===== src/hdl/nvs_pkg.sv =====
package nvs_pkg;

	// Table size and coordinate width
	localparam int MAX_SITES  = 64;
	localparam int COORD_BITS = 10;

	// Fixed field widths of the item formats
	localparam int KIND_W   = 1;
	localparam int SIDX_W   = 6;
	localparam int PT_W     = 10;
	localparam int COLOR_W  = 32;
	localparam int DIST_W   = 11;
	localparam int SCOUNT_W = 7;
	localparam int METRIC_W = 2;
	localparam int CFGIDX_W = 1;

	localparam int S_TDATA_W = 64;
	localparam int M_TDATA_W = 56;

	localparam logic [DIST_W-1:0] DIST_MAX = '1;

	// Derived widths
	localparam int IDX_W   = $clog2(MAX_SITES);
	localparam int CNT_W   = $clog2(MAX_SITES + 1);
	localparam int SQ2_W   = 2 * COORD_BITS;
	localparam int SQ_W    = 2 * COORD_BITS + 1;
	localparam int ROOT_W  = COORD_BITS + 1;
	localparam int VPAD_W  = 2 * ROOT_W;
	localparam int REM_W   = ROOT_W + 3;
	localparam int ENTRY_W = 2 * COORD_BITS + COLOR_W;
	localparam int CMP_W   = (ROOT_W > DIST_W) ? ROOT_W : DIST_W;

	// Codes
	localparam logic [KIND_W-1:0] KIND_LOAD  = 1'b0;
	localparam logic [KIND_W-1:0] KIND_QUERY = 1'b1;

	localparam logic [METRIC_W-1:0] MET_EUCLID    = 2'd0;
	localparam logic [METRIC_W-1:0] MET_MANHATTAN = 2'd1;
	localparam logic [METRIC_W-1:0] MET_CHEBYSHEV = 2'd2;

	localparam logic [CFGIDX_W-1:0] CFG_SITE_COUNT = 1'b0;
	localparam logic [CFGIDX_W-1:0] CFG_METRIC     = 1'b1;

	typedef enum logic [2:0] {
		ST_IDLE,
		ST_SCAN,
		ST_DRAIN,
		ST_FETCH,
		ST_EMIT
	} state_t;

	// Controller -> datapath
	typedef struct packed {
		logic             load;
		logic             start;
		logic             issue;
		logic             issue_last;
		logic [IDX_W-1:0] scan_idx;
		logic             fetch;
		logic             emit;
	} cmd_t;

	// Datapath -> controller
	typedef struct packed {
		logic done;
	} sts_t;

	// Sites scanned per query: zero counts as one, saturate at table size
	function automatic logic [CNT_W-1:0] eff_count(input logic [SCOUNT_W-1:0] c);
		int unsigned ci;
		ci = c;
		if (ci == 0)
			ci = 1;
		if (ci > MAX_SITES)
			ci = MAX_SITES;
		return CNT_W'(ci);
	endfunction

	function automatic logic [DIST_W-1:0] sat_dist(input logic [ROOT_W-1:0] d);
		logic [CMP_W-1:0] w;
		w = CMP_W'(d);
		if (w > CMP_W'(DIST_MAX))
			return DIST_MAX;
		return DIST_W'(w);
	endfunction

endpackage


===== src/hdl/nvs_ctrl.sv =====
module nvs_ctrl
	import nvs_pkg::*;
(
	input  logic                clk,
	input  logic                arst_n,
	input  logic                s_tvalid,
	input  logic [KIND_W-1:0]   s_kind,
	input  logic                m_tready,
	input  logic [CNT_W-1:0]    count,
	input  sts_t                sts,
	output logic                s_tready,
	output logic                out_valid,
	output cmd_t                cmd
);

	state_t           state_q, state_nxt;
	logic [IDX_W-1:0] scan_idx_q;
	logic             out_valid_q;
	logic             scan_last;
	logic             slot_free;

	assign scan_last = (CNT_W'(scan_idx_q) == count - CNT_W'(1));
	assign slot_free = !out_valid_q || m_tready;

	always_comb begin
		state_nxt = state_q;
		case (state_q)
			ST_IDLE: begin
				if (s_tvalid && s_kind == KIND_QUERY)
					state_nxt = ST_SCAN;
			end
			ST_SCAN: begin
				if (scan_last)
					state_nxt = ST_DRAIN;
			end
			ST_DRAIN: begin
				if (sts.done)
					state_nxt = ST_FETCH;
			end
			ST_FETCH: state_nxt = ST_EMIT;
			ST_EMIT: begin
				if (slot_free)
					state_nxt = ST_IDLE;
			end
			default: state_nxt = ST_IDLE;
		endcase
	end

	always_comb begin
		s_tready       = 1'b0;
		cmd            = '0;
		cmd.scan_idx   = scan_idx_q;
		case (state_q)
			ST_IDLE: begin
				s_tready  = 1'b1;
				cmd.load  = s_tvalid && s_kind == KIND_LOAD;
				cmd.start = s_tvalid && s_kind == KIND_QUERY;
			end
			ST_SCAN: begin
				cmd.issue      = 1'b1;
				cmd.issue_last = scan_last;
			end
			ST_FETCH: cmd.fetch = 1'b1;
			ST_EMIT:  cmd.emit  = slot_free;
			default: ;
		endcase
	end

	always_ff @(posedge clk or negedge arst_n) begin
		if (!arst_n) begin
			state_q     <= ST_IDLE;
			scan_idx_q  <= '0;
			out_valid_q <= 1'b0;
		end else begin
			state_q <= state_nxt;
			if (state_q == ST_SCAN)
				scan_idx_q <= scan_idx_q + IDX_W'(1);
			else
				scan_idx_q <= '0;
			if (cmd.emit)
				out_valid_q <= 1'b1;
			else if (m_tready)
				out_valid_q <= 1'b0;
		end
	end

	assign out_valid = out_valid_q;

endmodule


===== config.mk =====
export PLATFORM = sky130hd
export DESIGN_NAME = nvs_ctrl
export DESIGN_NICKNAME = d
export VERILOG_FILES = /design/src/hdl/nvs_pkg.sv /design/src/hdl/nvs_ctrl.sv
export SDC_FILE = /design/constraint.sdc
export NUM_CORES = 1
export LEC_CHECK = 0
export BUFFER_PORTS_ARGS = -buffer_cell sky130_fd_sc_hd__buf_2
export CAP_MARGIN = 40
export CORE_ASPECT_RATIO = 0.75
export CORE_UTILIZATION = 35
export DETAILED_ROUTE_END_ITERATION = 16
export PLACE_DENSITY_LB_ADDON = 0.15
export SYNTH_ARGS = -nofsm -noshare
export SYNTH_HDL_FRONTEND = slang
export SYNTH_SLANG_ARGS = --single-unit

===== constraint.sdc =====
create_clock -name clk -period 2.75 [get_ports clk]
set_input_delay 0.55 -clock clk [delete_from_list [all_inputs] [get_ports clk]]
set_output_delay 0.55 -clock clk [all_outputs]
set_load 0.05 [all_outputs]

[Word level (Yosys, flattened, before mapping)]
Index checks and enable logic that the tools add are counted.
Storage, ports and cells
  output and inout port bits: 14
  bits in registers: 10
  logic and storage cells: 35
  bits of input ports: 13
Cells by class
  eq/ne operators: 9
  reductions and logical operators: 7
  bitwise operators: 1
  add/sub/neg operators: 2
  multiplexer cells: 13
Operators with widths (count)
  $pmux 3 s5: 1
  $mux 3: 4
  $ne 2x2->1 const B: 4
  $eq 6x7->1: 1
  $sub 7x1->7 const B: 1
  $add 6x1->6 const B: 1
  $eq 3x2->1 const B: 2
  $mux 6: 1
  $mux 1: 5
  $mux 2: 2
  $reduce_and 4->1: 1
  $eq 3x1->1 const B: 1
  $eq 3x3->1 const B: 1
  $logic_not 3->1: 1
  $logic_and 1x1->1: 2
  $reduce_bool 2->1: 1
  $logic_not 1->1: 1
  $logic_or 1x1->1: 1
  $not 1->1: 1

[Depth between registers and ports, before layout]
Gate-level depths: netlist of run 1.
  depth in word-level cells: 4
  gate-level depth with buffers: 7
  mapped depth without buffers: 7

[Least setup slack after synthesis of run 1]
OpenSTA, ideal clock, no wires.
  path kind: input to output
  start point: input port count[1]
  end point: output port cmd[8] (netlist name)
  setup slack: -0.397 ns
  stages on the path: 5
  data required time: 2.200 ns
  path buffers: 0
  arrival: 2.597 ns
  cells stage by stage: or4_1 or3_1 a2111oi_1 o211ai_1 nor2_1
RTL lines
  from (decl): line nvs_ctrl.sv:9  | input logic [CNT_W-1:0] count,
  to (decl): line nvs_ctrl.sv:13  | output cmd_t cmd

==> metrics, run 1 <==
status=complete, but fails checks; violations in the final reports=negative setup slack; largest buffer count on any clock path=2; Synth area leaders=dfrtp_1 (38%), xnor2_1 (8.0%), nor2_1 (6.3%); post-detailed-route wirelength per cell=11.5 um; initial antenna violation count=0; Post-synth EDFFs=0; fraction of the cycle the final worst path needs=102%; all-layer global routing usage=17.3%; number of levels in the clock H-tree=1; Die Y-Extent=39.4 um; register area share after synthesis=38.2%; Port-buffer cells=26; maximum number of pins on one net before global-route repair=11; final RePlAce weighted congestion=0.789; library cell with the highest instance count after synthesis=nor2_1; first-pass GRT wire length=2470 um; predominant post-synthesis flop cell=dfrtp_1; CP startpoint kind=input pin; TritonCTS clock tree=built; via count of the first global-routing pass=555; die area=0.00205 sq mm; power per cell area=793 mW/mm^2; Initial Util=37.6%; combined area of all synthesized cells=654 sq um; Slew Viols, Final=0; Async SR Flop Fraction=100%; iteration-0 DRC count of the detailed router=6; setup repair after global routing missed its margin=yes; post-synthesis register bit count=10; Total Negative Setup Slacks=-0.0621 ns; latest clock arrival within the worst-skew pair=0.26 ns; Clk Tree Root Cell=clkbuf_4; Period minus WS final=2.81 ns; count of synthesis-stage warnings from yosys=0; largest fanout on the critical path=3; cell taking the most area after synthesis=dfrtp_1; worst path arrival time=2.26 ns; WS Path Type=input pin to output pin; Initial DRT Pass Iterations=4; Fmax=356 MHz; endpoint class of the critical path=output pin; minimum setup slack in the final design=-0.0621 ns; DRC violations left=0; slew at the pin closest to its max-slew limit=0.342 ns; Cell Chain, Critical Path=buf_6 -> or4_4 -> or3_4 -> a2111oi_4 -> o211ai_1 -> nor2_2 -> buf_6; Total Power Consumption=0.000746 W; CTS Sinks=10; Leakage=0.470 nW; count of endpoints failing hold in the final timing report=0; number of diodes added for antenna fixing=0; average cell area after synthesis=8.73 sq um; total global routing overflow=0; proportion of layout cells with a drive suffix above 1=40.4%; drt total wl=1510 um; hold_buf cts=0; final setup violation count=1; maximum cell stage delay along the critical path=0.53 ns; Post-Syn Instances=75; Site Rows=13; half-perimeter wire length of the detailed placement result=1200 um; Req. time, crit path=2.20 ns; library cells used by synthesis=29; Slew Limit Headroom=77.0%; synth-to-layout area growth=43.8%; maximum VDD drop=0.558 mV; CTS clk-pin slew, worst paths=0.07 ns; area of the core region=0.00174 sq mm; Layout Nets=125; number of nets still failing antenna checks after routing=0; number of clock buffers inserted by TritonCTS=3; horizontal extent of the die=51.9 um; slowest library cell on the worst path=or4_4; total nets after synthesis=90; top post-synthesis cells by count=nor2_1 (11), dfrtp_1 (10), nand2_1 (7), xnor2_1 (6); path type of the worst min-delay path=input pin to asynchronous set/reset pin; vias after detailed routing=637; most used cell along the critical path=buf_6; I/O pin count=27; post-detailed-route via-to-cell ratio=4.86; max capacitance violation total=0; area share of the largest cell type after synthesis=38.2%; maximum clock skew at final layout=0.00417 ns
[power breakdown]
| part | internal (W) | total (W) | leakage [nW] | switching [W] |
|---|---|---|---|---|
| Combinational | 0.000119 | 0.000379 | 0.317 | 0.000260 |
| Sequential | 0.000182 | 0.000235 | 0.131 | 0.0000533 |
| Clock | 0.0000804 | 0.000131 | 0.0210 | 0.0000510 |
[layout make-up]
type	count	area, sq um
clock buffer	4	36.3
timing repair buffer	32	194
multi-input combinational	60	422
fill	163	800
tap	22	27.5
inverter	3	11.3
sequential	10	250
[worst max-delay path: cells and delay by family]
kind,cells,cell delay [ns]
buffers and inverters,2,0.25
AND/OR/NAND/NOR,3,1.01
AO/OA/AOI/OAI,2,0.44
[logic make-up after synthesis]
family / count (synthesis) / share of synthesized area [%]
AOI/OAI and AO/OA: 9 / 9.56
xor gates and xnor gates: 10 / 13.4
adders and majority gates: 2 / 3.82
buffers and inverters: 5 / 3.44
DFF: 10 / 38.2
muxes: 1 / 1.72
and+or+nand+nor: 38 / 29.8
[stage by stage]
step	cell area, sq um	hold slack (ns)	setup slack, ns	cells	util (%)
after floorplan	662	0.254	-0.185	75	-
after global placement	853	0.422	-0.262	127	49.0
after detailed placement	853	0.422	-0.271	127	49.0
after CTS	923	0.130	-0.116	131	53.1
after global routing	941	0.139	-0.147	131	54.1
final	941	0.132	-0.0621	131	54.1
[state kept, by name, indices dropped and copies added, names as in the netlist]
register and flops:
state_q 3, out_valid 1, scan_idx_q 6
[cell usage in the layout, fill, tap and decap left out, drive strengths merged, types with 2 or more instances in the layout]
cell    synthesis  final
nand3           3      3
nor3            4      4
xnor2           6      6
inv             3      3
nand2b          2      2
dfrtp          10     10
buf             1     32
nor2b           2      2
clkbuf          1      4
nand2           7      7
nor2           11     11
and3            2      2
ha              2      2
o21ai           2      2
xor2            4      4
and3b           2      2
[path summary, 6_finish.rpt]
kind | start | end | slack, ns | cells past startpoint
min in group clk | out_valid | out_valid | 0.53 | 2
hold / removal | arst_n | scan_idx_q[4] | 0.13 | 1
setup reg to reg | scan_idx_q[5] | state_q[0] | 0.89 | 6
hold reg to reg | out_valid | out_valid | 0.53 | 2
max in group asynchronous | arst_n | scan_idx_q[3] | 2.43 | 1
setup / recovery | count[1] | cmd[8] | -0.06 | 7
[timing repair]
action	4_1_cts	5_1_grt
pin swaps	3	1
setup endpoints to repair	1	1
hold endpoints to repair	0	0
cloned	0	0
buffers inserted	0	0
gates resized for setup	7	2
[layer usage]
| layer | up-vias | share of wire (%) | track usage [%] | routed length [um] |
|---|---|---|---|---|
| li1 | 326 | - | - | - |
| met1 | 297 | 50 | 24.7 | 755 |
| met2 | 14 | 45 | 25.3 | 671 |
| met3 | 0 | 5.3 | 6.20 | 80 |
| met4 | 0 | 0 | 2.03 | 0 |
| met5 | - | 0 | 0 | 0 |
(Power assumes the default switching activity.)
==> run 2: changes to the inputs <==
BUFFER_PORTS_ARGS = -buffer_cell sky130_fd_sc_hd__buf_4   (was -buffer_cell sky130_fd_sc_hd__buf_2)
CORE_ASPECT_RATIO = not set   (was 0.75)
CORE_UTILIZATION = 45   (was 35)
==> run 2 against run 1 <==
The run still ends with negative setup slack left. Design area is 7.3% higher. Sequential cell count stayed put. Sequential share of layout area is 1.8 points lower. Routed wire length is 4.7% higher. Hold slack worse by 0.026 ns. Utilization is 22 points higher. Non-clock buffer count is 2 higher. Critical path type unchanged.
==> metrics, run 2 (synthesized netlist as in run 1, its figures left out) <==
status=complete, but fails checks (unchanged); violations in the final reports=negative setup slack (unchanged); max FFs per register=6 (unchanged); all-layer global routing usage=21.3% (was 17.3%); CTS Sinks=10 (unchanged); drt total wl=1580 um (was 1510 um); Layout Nets=127 (was 125); Initial DRT Pass Iterations=4 (unchanged); max capacitance violation total=0 (unchanged); via count of the first global-routing pass=564 (was 555); most frequent cells in the layout=buf_4 (31), nor2_1 (10), dfrtp_1 (10) (was buf_2 (23), nor2_1 (10), dfrtp_1 (10)); endpoint class of the critical path=output pin (unchanged); area used by multi-input combinational logic=437 sq um (was 422 sq um); largest buffer count on any clock path=2 (unchanged); worst path arrival time=2.26 ns (about the same); final setup violation count=1 (unchanged); DRC violations left=0 (unchanged); Fmax=356 MHz (about the same); maximum number of pins on one net before global-route repair=11 (unchanged); beginning of the worst register-to-register path=scan_idx_q[5] (unchanged); Slew Limit Headroom=74.2% (was 77.0%); half-perimeter wire length of the detailed placement result=1160 um (was 1200 um); post-detailed-route via-to-cell ratio=5.30 (was 4.86); first-pass GRT wire length=2280 um (was 2470 um); WS Path Type=input pin to output pin (unchanged); CP startpoint kind=input pin (unchanged); synth-to-layout area growth=54.3% (was 43.8%); Seq. cell area=250 sq um (unchanged); Period minus WS final=2.81 ns (about the same); register-to-register path setup slack=0.88 ns (was 0.89 ns); number of nets still failing antenna checks after routing=0 (unchanged); count of endpoints failing hold in the final timing report=0 (unchanged); endpoint of the most critical register-to-register path=state_q[0] (unchanged); iteration-0 DRC count of the detailed router=4 (was 6); fraction of the cycle the final worst path needs=102% (about the same); area of the core region=0.00133 sq mm (was 0.00174 sq mm); die area=0.00161 sq mm (was 0.00205 sq mm); Cell Chain, Critical Path=buf_8 -> or4_4 -> or3_4 -> a2111oi_4 -> o211ai_1 -> nor2_2 -> buf_6 (was buf_6 -> or4_4 -> or3_4 -> a2111oi_4 -> o211ai_1 -> nor2_2 -> buf_6); Req. time, crit path=2.20 ns (about the same); Total Negative Setup Slacks=-0.0628 ns (was -0.0621 ns); Initial Util=49.1% (was 37.6%); minimum setup slack in the final design=-0.0628 ns (was -0.0621 ns); power per cell area=742 mW/mm^2 (was 793 mW/mm^2); Die Y-Extent=40.1 um (was 39.4 um); horizontal extent of the die=40.1 um (was 51.9 um); hold slack=0.106 ns (was 0.132 ns); TritonCTS clock tree=built (unchanged); number of clock buffers inserted by TritonCTS=3 (unchanged); initial antenna violation count=0 (unchanged); setup repair after global routing missed its margin=yes (unchanged); number of diodes added for antenna fixing=0 (unchanged); slew at the pin closest to its max-slew limit=0.383 ns (was 0.342 ns); final RePlAce weighted congestion=0.690 (was 0.789); combinational group share of total power=55.7% (was 50.8%); maximum clock skew at final layout=0.00543 ns (was 0.00417 ns); total global routing overflow=0 (unchanged); latest clock arrival within the worst-skew pair=0.26 ns (about the same); maximum cell stage delay along the critical path=0.52 ns (was 0.53 ns); vias after detailed routing=662 (was 637); maximum VDD drop=0.663 mV (was 0.558 mV); Clock Power Share=12.8% (was 17.6%); net switching fraction of the power=48.5% (was 48.9%); post-detailed-route wirelength per cell=12.6 um (was 11.5 um); Leakage=0.491 nW (was 0.470 nW); CTS clk-pin slew, worst paths=0.06 ns (was 0.07 ns); switching power=0.000363 W (was 0.000365 W); I/O pin count=27 (unchanged); commonest non-fill, non-tap cell in the layout=buf_4 (was buf_2); proportion of layout cells with a drive suffix above 1=41.8% (was 40.4%); portion of total power attributed to sequential cells=31.6% (was 31.5%); Clk Tree Root Cell=clkbuf_4 (unchanged); number of cells in the finished layout apart from fillers=125 (was 131); Port-buffer cells=26 (unchanged); path type of the worst min-delay path=input pin to asynchronous set/reset pin (unchanged); largest reg by FF count=scan_idx_q (unchanged); number of inserted filler cells in the final layout=94 (was 163); slowest library cell on the worst path=or4_4 (unchanged); number of cell instances on the worst register-to-register path=6 (unchanged); number of levels in the clock H-tree=1 (unchanged); largest fanout on the critical path=2 (was 3); cell total after placement=120 (was 127); Slew Viols, Final=0 (unchanged); internal power=0.000386 W (was 0.000381 W); Site Rows=13 (unchanged)
-- run 2: changes by cell type in the layout (fill, tap and decap cells not counted), sizes merged --
cell,previous run,this run
buf,32,34
clkbuf,4,3
-- run 2: metrics by stage --
| step | util, % | instance area [sq um] | total power, W | setup slack (ns) |
|---|---|---|---|---|
| 4_1_cts | 74.0 | 987 | 0.000749 | -0.160 |
| 6_report | 75.7 | 1010 | 0.000749 | -0.0628 |
| 3_3_place_gp | 68.2 | 910 | 0.000631 | -0.199 |
| 2_1_floorplan | - | 662 | 0.000514 | -0.185 |
| 3_5_place_dp | 68.2 | 910 | 0.000638 | -0.257 |
| 5_1_grt | 75.7 | 1010 | 0.000797 | -0.133 |
-- run 2: routing by layer --
metal,global-route usage (%),up-vias,part of all wire (%)
li1,-,327,-
met4,6.03,0,0
met2,39.5,20,53
met5,0,-,0
met3,2.78,0,4.6
met1,25.3,315,42
-- run 2: how the worst max path moves through the flow --
stage	depth (start not counted)	to	slack [ns]	startpoint
after floorplan	5	cmd[8]	-0.18	count[1]
after detailed placement	7	cmd[8]	-0.26	count[1]
after global routing	7	cmd[8]	-0.13	count[3]
after global placement	7	cmd[8]	-0.20	count[1]
after CTS	7	cmd[8]	-0.16	count[3]
final	7	cmd[8]	-0.06	count[3]
-- run 2: what timing repair did --
item,CTS,global route
setup endpoints to repair,1,1
gates resized for setup,9,3
hold buffers,0,0
setup buffers,1,1
pin swaps,4,3
-- run 2: power by group through the flow --
stage / Sequential (W) / Combinational, W / Clock, W
2_1_floorplan: 0.000321 / 0.000193 / 0
3_3_place_gp: 0.000236 / 0.000395 / 0
3_5_place_dp: 0.000238 / 0.000400 / 0
4_1_cts: 0.000236 / 0.000416 / 0.0000984
5_1_grt: 0.000242 / 0.000448 / 0.000107
6_report: 0.000236 / 0.000417 / 0.0000956
-- run 2: final cells by class --
cell class | instances | area share, %
multi-input combinational | 60 | 43.2
sequential | 10 | 24.8
inverter | 3 | 1.12
clock buffer | 3 | 2.23
tap | 15 | 1.86
timing repair buffer | 34 | 26.8
-- run 2: worst max-delay path, delay by kind of cell --
family                 cells  cell delay [ns]
buffers and inverters      2             0.26
AO/OA/AOI/OAI              2             0.44
AND/OR/NAND/NOR            3             1.00
==> run 3: changes to the inputs <==
ABC_AREA = 1   (was not set)
CORE_UTILIZATION = 48   (was 45)
==> run 3 against run 2 <==
The run now ends clean. Maximum frequency is 19% higher. Clock skew is 0.0028 ns lower. Critical endpoint unchanged. Global-route usage is 0.69 points lower. Highest routed layer is now met4. Sequential cell count stayed put. Non-clock buffer count is 8 lower. Via count is 26% higher. Area after synthesis is 20% higher. Critical path depth is 5 higher. Combinational power is 25% higher.
==> metrics, run 3 <==
Post-Syn Instances=129 (was 75); Async SR Flop Fraction=100% (unchanged); Post-synth EDFFs=0 (unchanged); final cell utilization of the core=67.6% (was 75.7%); power per cell area=854 mW/mm^2 (was 742 mW/mm^2); endpoint class of the critical path=output pin (unchanged); hold_buf cts=0 (unchanged); area share of the largest cell type after synthesis=31.8% (was 38.2%); predominant post-synthesis flop cell=dfrtp_1 (unchanged); Total Negative Setup Slacks=0 ns (was -0.0628 ns); die area=0.00180 sq mm (was 0.00161 sq mm); Leakage=0.595 nW (was 0.491 nW); CTS resizes=0 (was 9); vias after detailed routing=832 (was 662); fraction of met1 tracks used by global routing=24.8% (was 25.3%); post-detailed-route wirelength per cell=9.40 um (was 12.6 um); status=complete, no violations (was complete, but fails checks); proportion of layout cells with a drive suffix above 1=25.9% (was 41.8%); synth-to-layout area growth=31.1% (was 54.3%); Site Rows=14 (was 13); final RePlAce weighted congestion=0.836 (was 0.690); CTS clk-pin slew, worst paths=0.07 ns (was 0.06 ns); Synth area leaders=dfrtp_1 (32%), nand2_1 (21%), inv_1 (11%) (was dfrtp_1 (38%), xnor2_1 (8.0%), nor2_1 (6.3%)); number of cell instances on the worst register-to-register path=11 (was 6); maximum VDD drop=0.632 mV (was 0.663 mV); maximum number of pins on one net before global-route repair=11 (unchanged); Req. time, crit path=2.20 ns (about the same); drt total wl=1640 um (was 1580 um); commonest non-fill, non-tap cell in the layout=nand2_1 (was buf_4); Fmax=421 MHz (was 356 MHz); CTS Sinks=10 (unchanged); DRC violations left=0 (unchanged); count of endpoints failing hold in the final timing report=0 (unchanged); Layout Nets=174 (was 127); number of nets still failing antenna checks after routing=0 (unchanged); area fraction in compound gates after synthesis=5.41% (was 9.56%); max capacitance violation total=0 (unchanged); worst path arrival time=1.82 ns (was 2.26 ns); count of buffers added by post-CTS timing repair for setup=0 (was 1); half-perimeter wire length of the detailed placement result=1410 um (was 1160 um); Slew Viols, Final=0 (unchanged); via count of the first global-routing pass=773 (was 564); average cell area after synthesis=6.09 sq um (was 8.73 sq um); horizontal extent of the die=42.5 um (was 40.1 um); largest reg by FF count=scan_idx_q (unchanged); most crowded layer after global routing=met2 (unchanged); Period minus WS final=2.37 ns (was 2.81 ns); iteration-0 DRC count of the detailed router=9 (was 4); synthesized-area fraction occupied by adder cells=3.18% (was 3.82%); I/O pin count=27 (unchanged); post-synthesis mux area share=0% (was 1.72%); CP startpoint kind=input pin (unchanged); number of cells in the finished layout apart from fillers=174 (was 125); total nets after synthesis=144 (was 90); TritonCTS clock tree=built (unchanged); cell total after placement=170 (was 120); register area share after synthesis=31.8% (was 38.2%); WS Path Type=input pin to output pin (unchanged); largest fanout on the critical path=4 (was 2); setup repair after global routing missed its margin=no (was yes); most frequent cells in the layout=nand2_1 (43), buf_4 (26), inv_1 (24) (was buf_4 (31), nor2_1 (10), dfrtp_1 (10)); maximum clock skew at final layout=0.00259 ns (was 0.00543 ns); Port-buffer cells=26 (unchanged); all-layer global routing usage=20.6% (was 21.3%); library cell with the highest instance count after synthesis=nand2_1 (was nor2_1); total global routing overflow=0 (unchanged); initial antenna violation count=0 (unchanged); fraction of met3 tracks used by global routing=1.29% (was 2.78%); Synth Area in Simple Gates=45.2% (was 29.8%); combined area of all synthesized cells=786 sq um (was 654 sq um); Slew Limit Headroom=81.6% (was 74.2%); Clk Tree Root Cell=clkbuf_4 (unchanged); max FFs per register=6 (unchanged); number of levels in the clock H-tree=1 (unchanged); fraction of the cycle the final worst path needs=86.3% (was 102%); number of clock buffers inserted by TritonCTS=3 (unchanged); post-detailed-route via-to-cell ratio=4.78 (was 5.30); synthesized-area fraction occupied by xor and xnor cells=0% (was 13.4%); post-synthesis register bit count=10 (unchanged); main combinational cell family by area after synthesis=simple AND/OR/NAND/NOR gates (unchanged); count of synthesis-stage warnings from yosys=0 (unchanged); largest buffer count on any clock path=2 (unchanged); path type of the worst min-delay path=input pin to asynchronous set/reset pin (unchanged); Die Y-Extent=42.5 um (was 40.1 um); number of diodes added for antenna fixing=0 (unchanged); cell taking the most area after synthesis=dfrtp_1 (unchanged); Initial DRT Pass Iterations=4 (unchanged); latest clock arrival within the worst-skew pair=0.26 ns (about the same); library cells used by synthesis=19 (was 29); first-pass GRT wire length=2880 um (was 2280 um); slew at the pin closest to its max-slew limit=0.275 ns (was 0.383 ns); area of the core region=0.00152 sq mm (was 0.00133 sq mm); hold slack=0.100 ns (was 0.106 ns); Initial Util=51.6% (was 49.1%); top post-synthesis cells by count=nand2_1 (43), inv_1 (24), nor2_1 (14), dfrtp_1 (10), nand3_1 (7) (was nor2_1 (11), dfrtp_1 (10), nand2_1 (7), xnor2_1 (6)); GR Util met2=39.1% (was 39.5%); final setup violation count=0 (was 1)
==> run 3: kinds of logic (layout without fill, tap and decap cells) <==
logic type / after synthesis / in the layout
simple gates: 80 / 80
compound gates: 8 / 8
buf+inv: 29 / 58
flops: 10 / 10
fa+ha+maj: 2 / 2
==> run 3: final timing paths <==
| kind | startpoint | slack [ns] | to |
|---|---|---|---|
| min | arst_n | 0.10 | scan_idx_q[4] |
| min in group clk | scan_idx_q[0] | 0.53 | scan_idx_q[0] |
| max reg2reg | scan_idx_q[3] | 1.47 | state_q[0] |
| min reg2reg | scan_idx_q[0] | 0.53 | scan_idx_q[0] |
| max | count[0] | 0.38 | cmd[8] |
| max in group asynchronous | arst_n | 2.51 | scan_idx_q[0] |
==> run 3: cell type report <==
type	count	area (sq um)
fill	156	494
clock buffer	4	36.3
timing repair buffer	26	195
inverter	28	105
multi-input combinational	90	423
tap	16	20.0
sequential	10	250
==> run 3: per-layer routing <==
metal / share of wire (%) / up-vias / wire length (um)
met5: 0 / - / 0
met4: 0.37 / 0 / 6
met3: 3.2 / 2 / 52
met2: 54 / 21 / 876
met1: 43 / 359 / 700
li1: - / 450 / -
==> run 3: per-stage QoR <==
stage | setup slack [ns] | total power [W] | cell area, sq um
after floorplan | -0.0262 | 0.000618 | 786
after global placement | 0.373 | 0.000745 | 993
after detailed placement | 0.358 | 0.000757 | 993
after CTS | 0.352 | 0.000890 | 1030
after global routing | 0.170 | 0.000945 | 1030
final | 0.376 | 0.000880 | 1030
==> run 3: report_power, final <==
part           internal (W)  switching [W]
clock             0.0000803      0.0000505
sequential         0.000185      0.0000435
combinational      0.000162       0.000358
total              0.000427       0.000452
==> run 3: worst max-delay path, stage by stage <==
cell	delay, ns
buf_4	0.12
inv_2	0.07
ha_1	0.20
nand2_2	0.10
nor2_2	0.12
nand2_1	0.06
nand2_1	0.05
nand2_1	0.04
nor2_1	0.11
nand2_1	0.09
nor2_1	0.10
buf_4	0.20
